<file path="src/rtl/ced_pkg.sv">
// Shared types and constants of the curvature extrema detector.
package ced_pkg;

	localparam int MAX_POINTS = 4096;
	localparam int CNT_W      = $clog2(MAX_POINTS);
	localparam int CURV_W     = 48;
	localparam int FLOOR_W    = 47;
	localparam int ARC_W      = 17;
	localparam int IDX_W      = 12;
	localparam int WIN_CELLS  = 4;
	// Headroom for 23*c, 10*limit and 4*|c| in the threshold compares.
	localparam int EXT_W      = CURV_W + 6;

	localparam logic [CNT_W-1:0] CNT_MAX     = CNT_W'(MAX_POINTS - 1);
	localparam logic [CNT_W-1:0] CNT_FULL    = CNT_W'(WIN_CELLS);
	localparam logic [CNT_W-1:0] CENTER_LAG  = CNT_W'(2);
	localparam logic [FLOOR_W-1:0] FLOOR_RESET = FLOOR_W'(6711);

	typedef enum logic [1:0] {
		REG_CURVE_MAX  = 2'd0,
		REG_CURVE_MIN  = 2'd1,
		REG_SCALE_MODE = 2'd2,
		REG_MAG_FLOOR  = 2'd3
	} cfg_reg_t;

	typedef struct packed {
		logic signed [CURV_W-1:0] curve_max;
		logic signed [CURV_W-1:0] curve_min;
		logic                     max_scale_mode;
		logic [FLOOR_W-1:0]       magnitude_floor;
	} cfg_t;

	typedef struct packed {
		logic [IDX_W-1:0]         index;
		logic [ARC_W-1:0]         arc;
		logic signed [CURV_W-1:0] curv;
	} result_t;

	// Two's complement magnitude; the most negative code maps to 2^47 unsigned.
	function automatic logic [CURV_W-1:0] magnitude(input logic signed [CURV_W-1:0] v);
		magnitude = v[CURV_W-1] ? (~v + CURV_W'(1)) : v;
	endfunction

endpackage

</file>
<file path="src/rtl/curvature_extrema_detector_core.sv">
// Top level of the curvature extrema detector: window cells, peak test, result queue.
//
//   channel  | handshake          | payload
//   ---------+--------------------+------------------------------------------
//   input    | in_valid/in_stall  | curv_sample, arc_pos, last_sample
//   output   | out_valid/out_stall| peak_index, peak_arc_pos, peak_curv
//   config   | cfg_wr_en          | cfg_index, cfg_data
//
// One sample is taken per cycle while in_stall is low; a peak is pushed into the
// result queue by the transaction that completes its right neighbour and leaves from the queue head.
// in_stall rises only while both result queue entries hold undelivered peaks.
// Reset clears the window cells, arc taps, sample count, queue and config
// registers (magnitude floor back to its default).
module curvature_extrema_detector_core (
	input  logic                               clk,
	input  logic                               arst_n,
	input  logic                               in_valid,
	output logic                               in_stall,
	input  logic signed [ced_pkg::CURV_W-1:0]  curv_sample,
	input  logic [ced_pkg::ARC_W-1:0]          arc_pos,
	input  logic                               last_sample,
	output logic                               out_valid,
	input  logic                               out_stall,
	output logic [ced_pkg::IDX_W-1:0]          peak_index,
	output logic [ced_pkg::ARC_W-1:0]          peak_arc_pos,
	output logic signed [ced_pkg::CURV_W-1:0]  peak_curv,
	input  logic                               cfg_wr_en,
	input  logic [1:0]                         cfg_index,
	input  logic [ced_pkg::CURV_W-1:0]         cfg_data
);

	ced_pkg::cfg_t                    cfg_q;
	logic [ced_pkg::CNT_W-1:0]        count_q;
	logic [ced_pkg::ARC_W-1:0]        arc_q [2];
	logic signed [ced_pkg::CURV_W-1:0] cell_curv [ced_pkg::WIN_CELLS];
	logic [ced_pkg::CURV_W-1:0]       cell_mag [ced_pkg::WIN_CELLS];
	logic [ced_pkg::CURV_W-1:0]       mag_x;
	logic                             accept, shift_en, clear, hit, full;
	ced_pkg::result_t                 res, head;

	assign accept   = in_valid && !in_stall;
	assign shift_en = accept && !last_sample;
	assign clear    = accept && last_sample;
	assign in_stall = full;
	assign mag_x    = ced_pkg::magnitude(curv_sample);

	// Config registers: the user must write them only while the block is idle; the block itself does not enforce it.
	always_ff @(posedge clk or negedge arst_n) begin
		if (!arst_n) begin
			cfg_q.curve_max       <= '0;
			cfg_q.curve_min       <= '0;
			cfg_q.max_scale_mode  <= 1'b0;
			cfg_q.magnitude_floor <= ced_pkg::FLOOR_RESET;
		end else if (cfg_wr_en) begin
			unique case (ced_pkg::cfg_reg_t'(cfg_index))
				ced_pkg::REG_CURVE_MAX:  cfg_q.curve_max       <= $signed(cfg_data);
				ced_pkg::REG_CURVE_MIN:  cfg_q.curve_min       <= $signed(cfg_data);
				ced_pkg::REG_SCALE_MODE: cfg_q.max_scale_mode  <= cfg_data[0];
				ced_pkg::REG_MAG_FLOOR:  cfg_q.magnitude_floor <= cfg_data[ced_pkg::FLOOR_W-1:0];
				default:                 cfg_q <= cfg_q;
			endcase
		end
	end

	// Sample count within the curve: advance and saturate, drop to zero at curve end.
	always_ff @(posedge clk or negedge arst_n) begin
		if (!arst_n) begin
			count_q <= '0;
			arc_q[0] <= '0;
			arc_q[1] <= '0;
		end else if (clear) begin
			count_q <= '0;
			arc_q[0] <= '0;
			arc_q[1] <= '0;
		end else if (shift_en) begin
			if (count_q != ced_pkg::CNT_MAX) begin
				count_q <= count_q + ced_pkg::CNT_W'(1);
			end
			arc_q[0] <= arc_pos;
			arc_q[1] <= arc_q[0];
		end
	end

	// Chain of window cells, newest first; each hands its sample to the next.
	for (genvar i = 0; i < ced_pkg::WIN_CELLS; i++) begin : g_cell
		ced_tap_cell u_cell (
			.clk      (clk),
			.arst_n   (arst_n),
			.shift_en (shift_en),
			.clear    (clear),
			.curv_in  ((i == 0) ? curv_sample : cell_curv[(i == 0) ? 0 : i-1]),
			.mag_in   ((i == 0) ? mag_x : cell_mag[(i == 0) ? 0 : i-1]),
			.curv_q   (cell_curv[i]),
			.mag_q    (cell_mag[i])
		);
	end

	// Centre is the second cell; neighbours are the incoming sample and the other cells.
	ced_peak_eval u_eval (
		.win_full (count_q >= ced_pkg::CNT_FULL),
		.cfg      (cfg_q),
		.center   (cell_curv[1]),
		.mag_c    (cell_mag[1]),
		.mag_n0   (mag_x),
		.mag_n1   (cell_mag[0]),
		.mag_n2   (cell_mag[2]),
		.mag_n3   (cell_mag[3]),
		.hit      (hit)
	);

	always_comb begin
		res.index = ced_pkg::IDX_W'(count_q - ced_pkg::CENTER_LAG);
		res.arc   = arc_q[1];
		res.curv  = cell_curv[1];
	end

	ced_result_queue u_queue (
		.clk        (clk),
		.arst_n     (arst_n),
		.push       (accept && hit),
		.push_data  (res),
		.pop_stall  (out_stall),
		.head_valid (out_valid),
		.head       (head),
		.full       (full)
	);

	assign peak_index   = head.index;
	assign peak_arc_pos = head.arc;
	assign peak_curv    = head.curv;

endmodule

</file>
<file path="src/rtl/ced_tap_cell.sv">
// One window cell: holds a curvature sample and its magnitude, passes it on.
module ced_tap_cell (
	input  logic                               clk,
	input  logic                               arst_n,
	input  logic                               shift_en,
	input  logic                               clear,
	input  logic signed [ced_pkg::CURV_W-1:0]  curv_in,
	input  logic [ced_pkg::CURV_W-1:0]         mag_in,
	output logic signed [ced_pkg::CURV_W-1:0]  curv_q,
	output logic [ced_pkg::CURV_W-1:0]         mag_q
);

	always_ff @(posedge clk or negedge arst_n) begin
		if (!arst_n) begin
			curv_q <= '0;
			mag_q  <= '0;
		end else if (clear) begin
			curv_q <= '0;
			mag_q  <= '0;
		end else if (shift_en) begin
			curv_q <= curv_in;
			mag_q  <= mag_in;
		end
	end

endmodule

</file>
<file path="src/rtl/ced_peak_eval.sv">
// Peak test on the window centre: local maximum of magnitude plus, in max-scale mode, scale thresholds and floor.
module ced_peak_eval (
	input  logic                               win_full,
	input  ced_pkg::cfg_t                      cfg,
	input  logic signed [ced_pkg::CURV_W-1:0]  center,
	input  logic [ced_pkg::CURV_W-1:0]         mag_c,
	input  logic [ced_pkg::CURV_W-1:0]         mag_n0,
	input  logic [ced_pkg::CURV_W-1:0]         mag_n1,
	input  logic [ced_pkg::CURV_W-1:0]         mag_n2,
	input  logic [ced_pkg::CURV_W-1:0]         mag_n3,
	output logic                               hit
);

	logic signed [ced_pkg::EXT_W-1:0] c_x, c23, max10, min10, max_x, c4_mag, min_mag;
	logic local_peak, pos_ok, neg_ok, floor_ok, scale_ok;

	always_comb begin
		c_x     = ced_pkg::EXT_W'(center);
		c23     = c_x * ced_pkg::EXT_W'(23);
		max10   = ced_pkg::EXT_W'(cfg.curve_max) * ced_pkg::EXT_W'(10);
		min10   = ced_pkg::EXT_W'(cfg.curve_min) * ced_pkg::EXT_W'(10);
		max_x   = ced_pkg::EXT_W'(cfg.curve_max);
		c4_mag  = $signed({6'b0, mag_c}) <<< 2;
		min_mag = $signed({6'b0, ced_pkg::magnitude(cfg.curve_min)});

		local_peak = (mag_c > mag_n0) && (mag_c > mag_n1) &&
		             (mag_c > mag_n2) && (mag_c > mag_n3);

		pos_ok   = !center[ced_pkg::CURV_W-1] && (center != '0) &&
		           (c23 > max10) && (c4_mag > min_mag);
		neg_ok   = center[ced_pkg::CURV_W-1] && (c23 < min10) && (c4_mag > max_x);
		floor_ok = mag_c > {1'b0, cfg.magnitude_floor};
		scale_ok = (pos_ok || neg_ok) && floor_ok;

		hit = win_full && local_peak && (!cfg.max_scale_mode || scale_ok);
	end

endmodule

</file>
<file path="src/rtl/ced_result_queue.sv">
// Two-entry result queue that decouples peak detection from the output stall.
module ced_result_queue (
	input  logic              clk,
	input  logic              arst_n,
	input  logic              push,
	input  ced_pkg::result_t  push_data,
	input  logic              pop_stall,
	output logic              head_valid,
	output ced_pkg::result_t  head,
	output logic              full
);

	logic [1:0]       cnt_q;
	ced_pkg::result_t slot0_q, slot1_q;
	logic             pop;

	assign head_valid = (cnt_q != 2'd0);
	assign full       = (cnt_q == 2'd2);
	assign head       = slot0_q;
	assign pop        = head_valid && !pop_stall;

	always_ff @(posedge clk or negedge arst_n) begin
		if (!arst_n) begin
			cnt_q <= 2'd0;
		end else begin
			cnt_q <= cnt_q + {1'b0, push} - {1'b0, pop};
		end
	end

	always_ff @(posedge clk) begin
		if (pop) begin
			slot0_q <= (push && cnt_q == 2'd1) ? push_data : slot1_q;
			if (push && cnt_q == 2'd2) begin
				slot1_q <= push_data;
			end
		end else if (push) begin
			if (cnt_q == 2'd0) begin
				slot0_q <= push_data;
			end else begin
				slot1_q <= push_data;
			end
		end
	end

endmodule

</file>
<file path="config.mk">
export PLATFORM = sky130hd
export DESIGN_NAME = curvature_extrema_detector_core
export DESIGN_NICKNAME = d
export VERILOG_FILES = /design/src/rtl/ced_pkg.sv /design/src/rtl/curvature_extrema_detector_core.sv /design/src/rtl/ced_tap_cell.sv /design/src/rtl/ced_peak_eval.sv /design/src/rtl/ced_result_queue.sv
export SDC_FILE = /design/constraint.sdc
export NUM_CORES = 2
export LEC_CHECK = 0
export BUFFER_PORTS_ARGS = -buffer_cell sky130_fd_sc_hd__buf_4
export CELL_PAD_IN_SITES_DETAIL_PLACEMENT = 0
export CELL_PAD_IN_SITES_GLOBAL_PLACEMENT = 1
export CORE_AREA = 2 2 343 413
export CTS_BUF_LIST = sky130_fd_sc_hd__clkbuf_8 sky130_fd_sc_hd__clkbuf_16
export DETAILED_ROUTE_END_ITERATION = 7
export DIE_AREA = 0 0 345 415
export MAX_ROUTING_LAYER = met4
export PLACE_DENSITY = 0.64
export REMOVE_ABC_BUFFERS = 1
export SYNTH_ARGS = -nofsm -noshare
export SYNTH_HDL_FRONTEND = slang
export SYNTH_SLANG_ARGS = --single-unit
</file>
<file path="constraint.sdc">
create_clock -name clk -period 39.2 [get_ports clk]
set_input_delay 1.96 -clock clk [delete_from_list [all_inputs] [get_ports clk]]
set_output_delay 1.96 -clock clk [all_outputs]
set_load 0.02 [all_outputs]
</file>
==> results.md <==
Synthesis:
- The cell count after synthesis is 5,018.
- The flip-flop cell with the highest count after synthesis is sky130_fd_sc_hd__dfrtp_1.
- After Yosys synthesis, XOR and XNOR cells account for 4.267% of the synthesized area.
- The synthesized netlist devotes 12.85% of its cell area to simple gates.
- The top cell type by area accounts for 24.28% of the synthesized area.
- The synthesized area divided by synthesized cell count is 9.654 um2.
- By area, the combinational part of the netlist is dominated by adder cells.
- Of all flip-flops after synthesis, the portion carrying an async set or reset was 75.63%.
- The number of warnings reported in the yosys synthesis log is 0.
- Sorting the synthesized cells by area gives the leading types as sky130_fd_sc_hd__dfrtp_1 24%, sky130_fd_sc_hd__ha_1 19%, sky130_fd_sc_hd__edfxtp_1 9.5%, sky130_fd_sc_hd__inv_1 4.6%, sky130_fd_sc_hd__mux2_2 4.1%.
- The synthesized area is 48,440 um2.
- Of the total synthesized cell area, the portion taken by full adders, half adders and majority gates is 23.32%.
- The sequential-to-total area share from yosys stat is 34.26%.
- The proportion of synthesized area in mux cells is 4.197%.
- Counting flops and latches in the post-synthesis netlist gives 632.
- The share of the synthesized area in compound gates (AO/OA/AOI/OAI) is 15.29%.
- The distinct cell type count of the synthesized netlist is 66.
- The number of enable-type register cells in the synthesized netlist is 154.
- The biggest area consumer among synthesized cells is sky130_fd_sc_hd__dfrtp_1.

Power:
- The maximum VDD drop is 0.03382 mV.
- For this design the ratio of total power to cell area is 76.90 nW/um2.
- The leakage power of the design is 26.37 nW.
- The power consumption is 4.188 mW.

Drt:
- In this run the remaining antenna-violating nets after routing total 0.
- The detailed router finished its first iteration with 2,139 violations.
- The routed layout has 36,887 vias.
- The routed design has 145,500 um of wire.
- After detailed routing, the number of remaining DRC violations is 0.
- In the final routed layout, each cell accounts on average for 20.64 um.
- The detail-routed via count per cell is 5.230.
- The first-pass iteration count of the detailed router is 7.

Finish:
- The number of fill cells is 13,995.
- The net count of the finished layout is 6,128.
- Leaving out fill and tap cells, the most frequent cells in the layout are 751 x sky130_fd_sc_hd__ha_1, 605 x sky130_fd_sc_hd__inv_1, 470 x sky130_fd_sc_hd__dfrtp_1, 453 x sky130_fd_sc_hd__nand2_1, 325 x sky130_fd_sc_hd__o21ai_0.
- The finished layout holds 7,053 standard cells, fillers aside.
- Of the cells placed in the final design, the portion with a size suffix greater than 1 is 11.03%.
- Summing all multi-input logic gate instances after layout gives 29,090 um2.
- The library cell used most frequently in the layout, excluding fill and tap cells, is sky130_fd_sc_hd__ha_1.
- The layout overhead on the synthesized area is 12.43%.
- After routing the design area is 54,460 um2.
- In the final layout, flip-flops and latches occupy 16,600 um2.

Clock tree:
- The latest clock arrival within the worst-skew pair is 0.69 ns.
- No sink is reached through more buffers than the 3 on the longest clock path.
- The number of hold buffers added after CTS was 0.
- The number of clock buffers added by TritonCTS is 76.
- Clock-pin slew was measured on the worst setup and hold paths at 0.06 ns.
- Once the clock tree was built, the resizer swapped 0 gates to a different size.
- The clock sink count is 632.
- Post-CTS timing repair inserted 0 buffers for setup.
- The number of H-tree levels is 3.
- TritonCTS built the clock tree.
- The tree is rooted in a sky130_fd_sc_hd__clkbuf_16.

Worst setup path:
- Of all nets on the critical path, the largest fanout is 58.
- The required arrival time at the worst endpoint is 39.60 ns.
- The worst endpoint data arrival time is 10.62 ns.
- The sort of element at the start of the critical path is a flip-flop.
- The library cell contributing the largest single delay on the critical path is sky130_fd_sc_hd__a2111oi_0.
- The type of element capturing the critical path is a flip-flop.
- The kind of critical path is flip-flop to flip-flop.
- The most numerous cell type found on the critical path is sky130_fd_sc_hd__inv_1.
- The largest stage delay on the critical path is 0.78 ns.
- The reg2reg setup slack is 28.99 ns.

STA:
- Setup violations remaining at the end of the flow were counted as 0.
- Setup repair after global routing left no endpoint under its margin.
- The hold violation count in the final report was 0.
- The relative max-transition margin is 18.57%.
- Across all setup checks in the final design, the least slack found is 28.99 ns.
- On the final layout, the worst clock skew is 0.04112 ns.
- The setup TNS is 0 ns.
- The final period demand of the worst path is 10.21 ns.
- Timing would allow up to 97.91 MHz.
- After layout, the worst path uses 26.05% of the clock period.
- For the pin with the worst max-slew slack, the measured transition is 1.211 ns.
- The final number of max-transition violations is 0.

Place:
- The weighted congestion at the end of routability-driven global placement is 0.8723.
- The count of input and output buffers is 199.
- Once placement finished, the instance area stood at 51,920 um2.
- The placed wire-length estimate is 112,200 um.
- At the placement stage, the worst setup path has a slack of 28.59 ns.
- In this run, placement finished with an instance count of 6,908.

Die:
- The initial utilization of the core area, before any placement, comes to 34.88%.
- Measured along the y axis, the die boundary spans 415 um.
- The area of the die is 143,200 um2.
- The die is 345 um wide.
- The I/O pin total is 200.
- The core region area is 138,900 um2.
- The number of rows created at floorplan is 150.

Global route:
- The number of antenna violations at the first check in global routing is 8.
- The overall routing resource usage is 20.87%.
- The first global-routing pass estimated 225,000 um of wire.
- The largest net degree at the start of global routing is 176.
- The via count of the first global-routing pass was 37,385.
- The remaining global-route overflow is 0.

Job:
- Max-cap violations in this run came to 0.

Outcome:
- The flow ran to the end, and the final reports show no timing, DRC or antenna violations.

Min path:
- The worst hold path belongs to the class flip-flop to flip-flop.
## per-layer routing
metal  GRT usage, %  vias up  wire length, um
met4          8.081        0             5484
met3          2.043      190             4342
met1          26.01    17932            65580
li1               -    18169                -
met5              -        -                0
met2          34.92      596            70140
## metrics by stage
stage	util, %	hold WS (ns)
floorplan	-	0.4389
global placement	37.39	0.4504
detailed placement	37.39	0.4582
CTS	39.20	0.4719
global route	39.21	0.4923
finish	39.22	0.4636
## critical path: cells and delay by family (launching register included)
kind | cells | cell delay [ns]
xor+xnor | 1 | 0.18
fa+ha+maj | 5 | 1.99
flops | 1 | 0.42
mux | 1 | 0.41
buf+inv | 5 | 1.00
compound gates | 14 | 3.79
simple gates | 9 | 2.04
## path summary, 6_finish.rpt
kind                                             start                         end  cells after the start
max                        g_cell[1].u_cell.curv_q[16]            u_queue.head[12]                     35
min                                          arc_q[32]                   arc_q[32]                      2
max reg2reg                g_cell[1].u_cell.curv_q[16]            u_queue.head[12]                     35
min reg2reg                                  arc_q[32]                   arc_q[32]                      2
max in group asynchronous                       arst_n  g_cell[3].u_cell.mag_q[42]                      3
min in group asynchronous                       arst_n   g_cell[1].u_cell.mag_q[8]                      1
## flip-flops by register name, indices dropped and copies added (netlist names)
name	flops
cfg_q	144
u_queue.cnt_q	2
count_q	12
g_cell.u_cell.curv_q	94
u_queue.head	77
g_cell.u_cell.mag_q	192
u_queue.slot1_q	77
arc_q	34
## synthesized netlist by cell type, drive strengths merged, types with 6 or more instances
cell type  count
and2          10
inv          588
a2111oi        7
o22ai         50
o41ai         11
nand3         61
a21o         199
a211o          9
and3          12
buf           11
nand2        454
fa            94
a31oi         17
nor3          42
a21boi        11
nor4          18
a221o          7
xor2         160
and4           7
nand3b       180
dfrtp        470
o31ai        134
o21ai        327
edfxtp       154
xnor2         76
ha           751
a221oi         6
o211ai        24
or3           25
o21bai        24
dfstp          8
mux2         177
nand4        119
or2           18
or4           23
a211oi        21
nor2         133
nor2b         41
clkbuf       152
o21a          48
nand2b        42
a21oi        247
## cell type report
| class | count | share of cell area (%) |
|---|---|---|
| clock inverters | 52 | 0.8638 |
| multi-input cells | 3635 | 53.42 |
| clock buffers | 85 | 3.761 |
| repair buffers | 229 | 3.205 |
| diodes | 8 | 0.03676 |
| well taps | 1824 | 4.190 |
| inverters | 588 | 4.052 |
| flip-flops and latches | 632 | 30.47 |
## kinds of logic (layout without fill, tap and decap cells)
family	after synthesis	in the layout
and+or+nand+nor	1196	1196
other	0	8
adders and majority gates	847	847
muxes	181	181
xor gates and xnor gates	236	236
DFF	632	632
AOI/OAI and AO/OA	1175	1175
buffers and inverters	751	954
## power by group
part / switching [mW] / internal, mW / leakage, nW
Sequential: 0.171 / 0.845 / 7.67
Clock: 0.306 / 0.422 / 1.31
Combinational: 1.44 / 0.999 / 17.4
(Power assumes the default switching activity.)
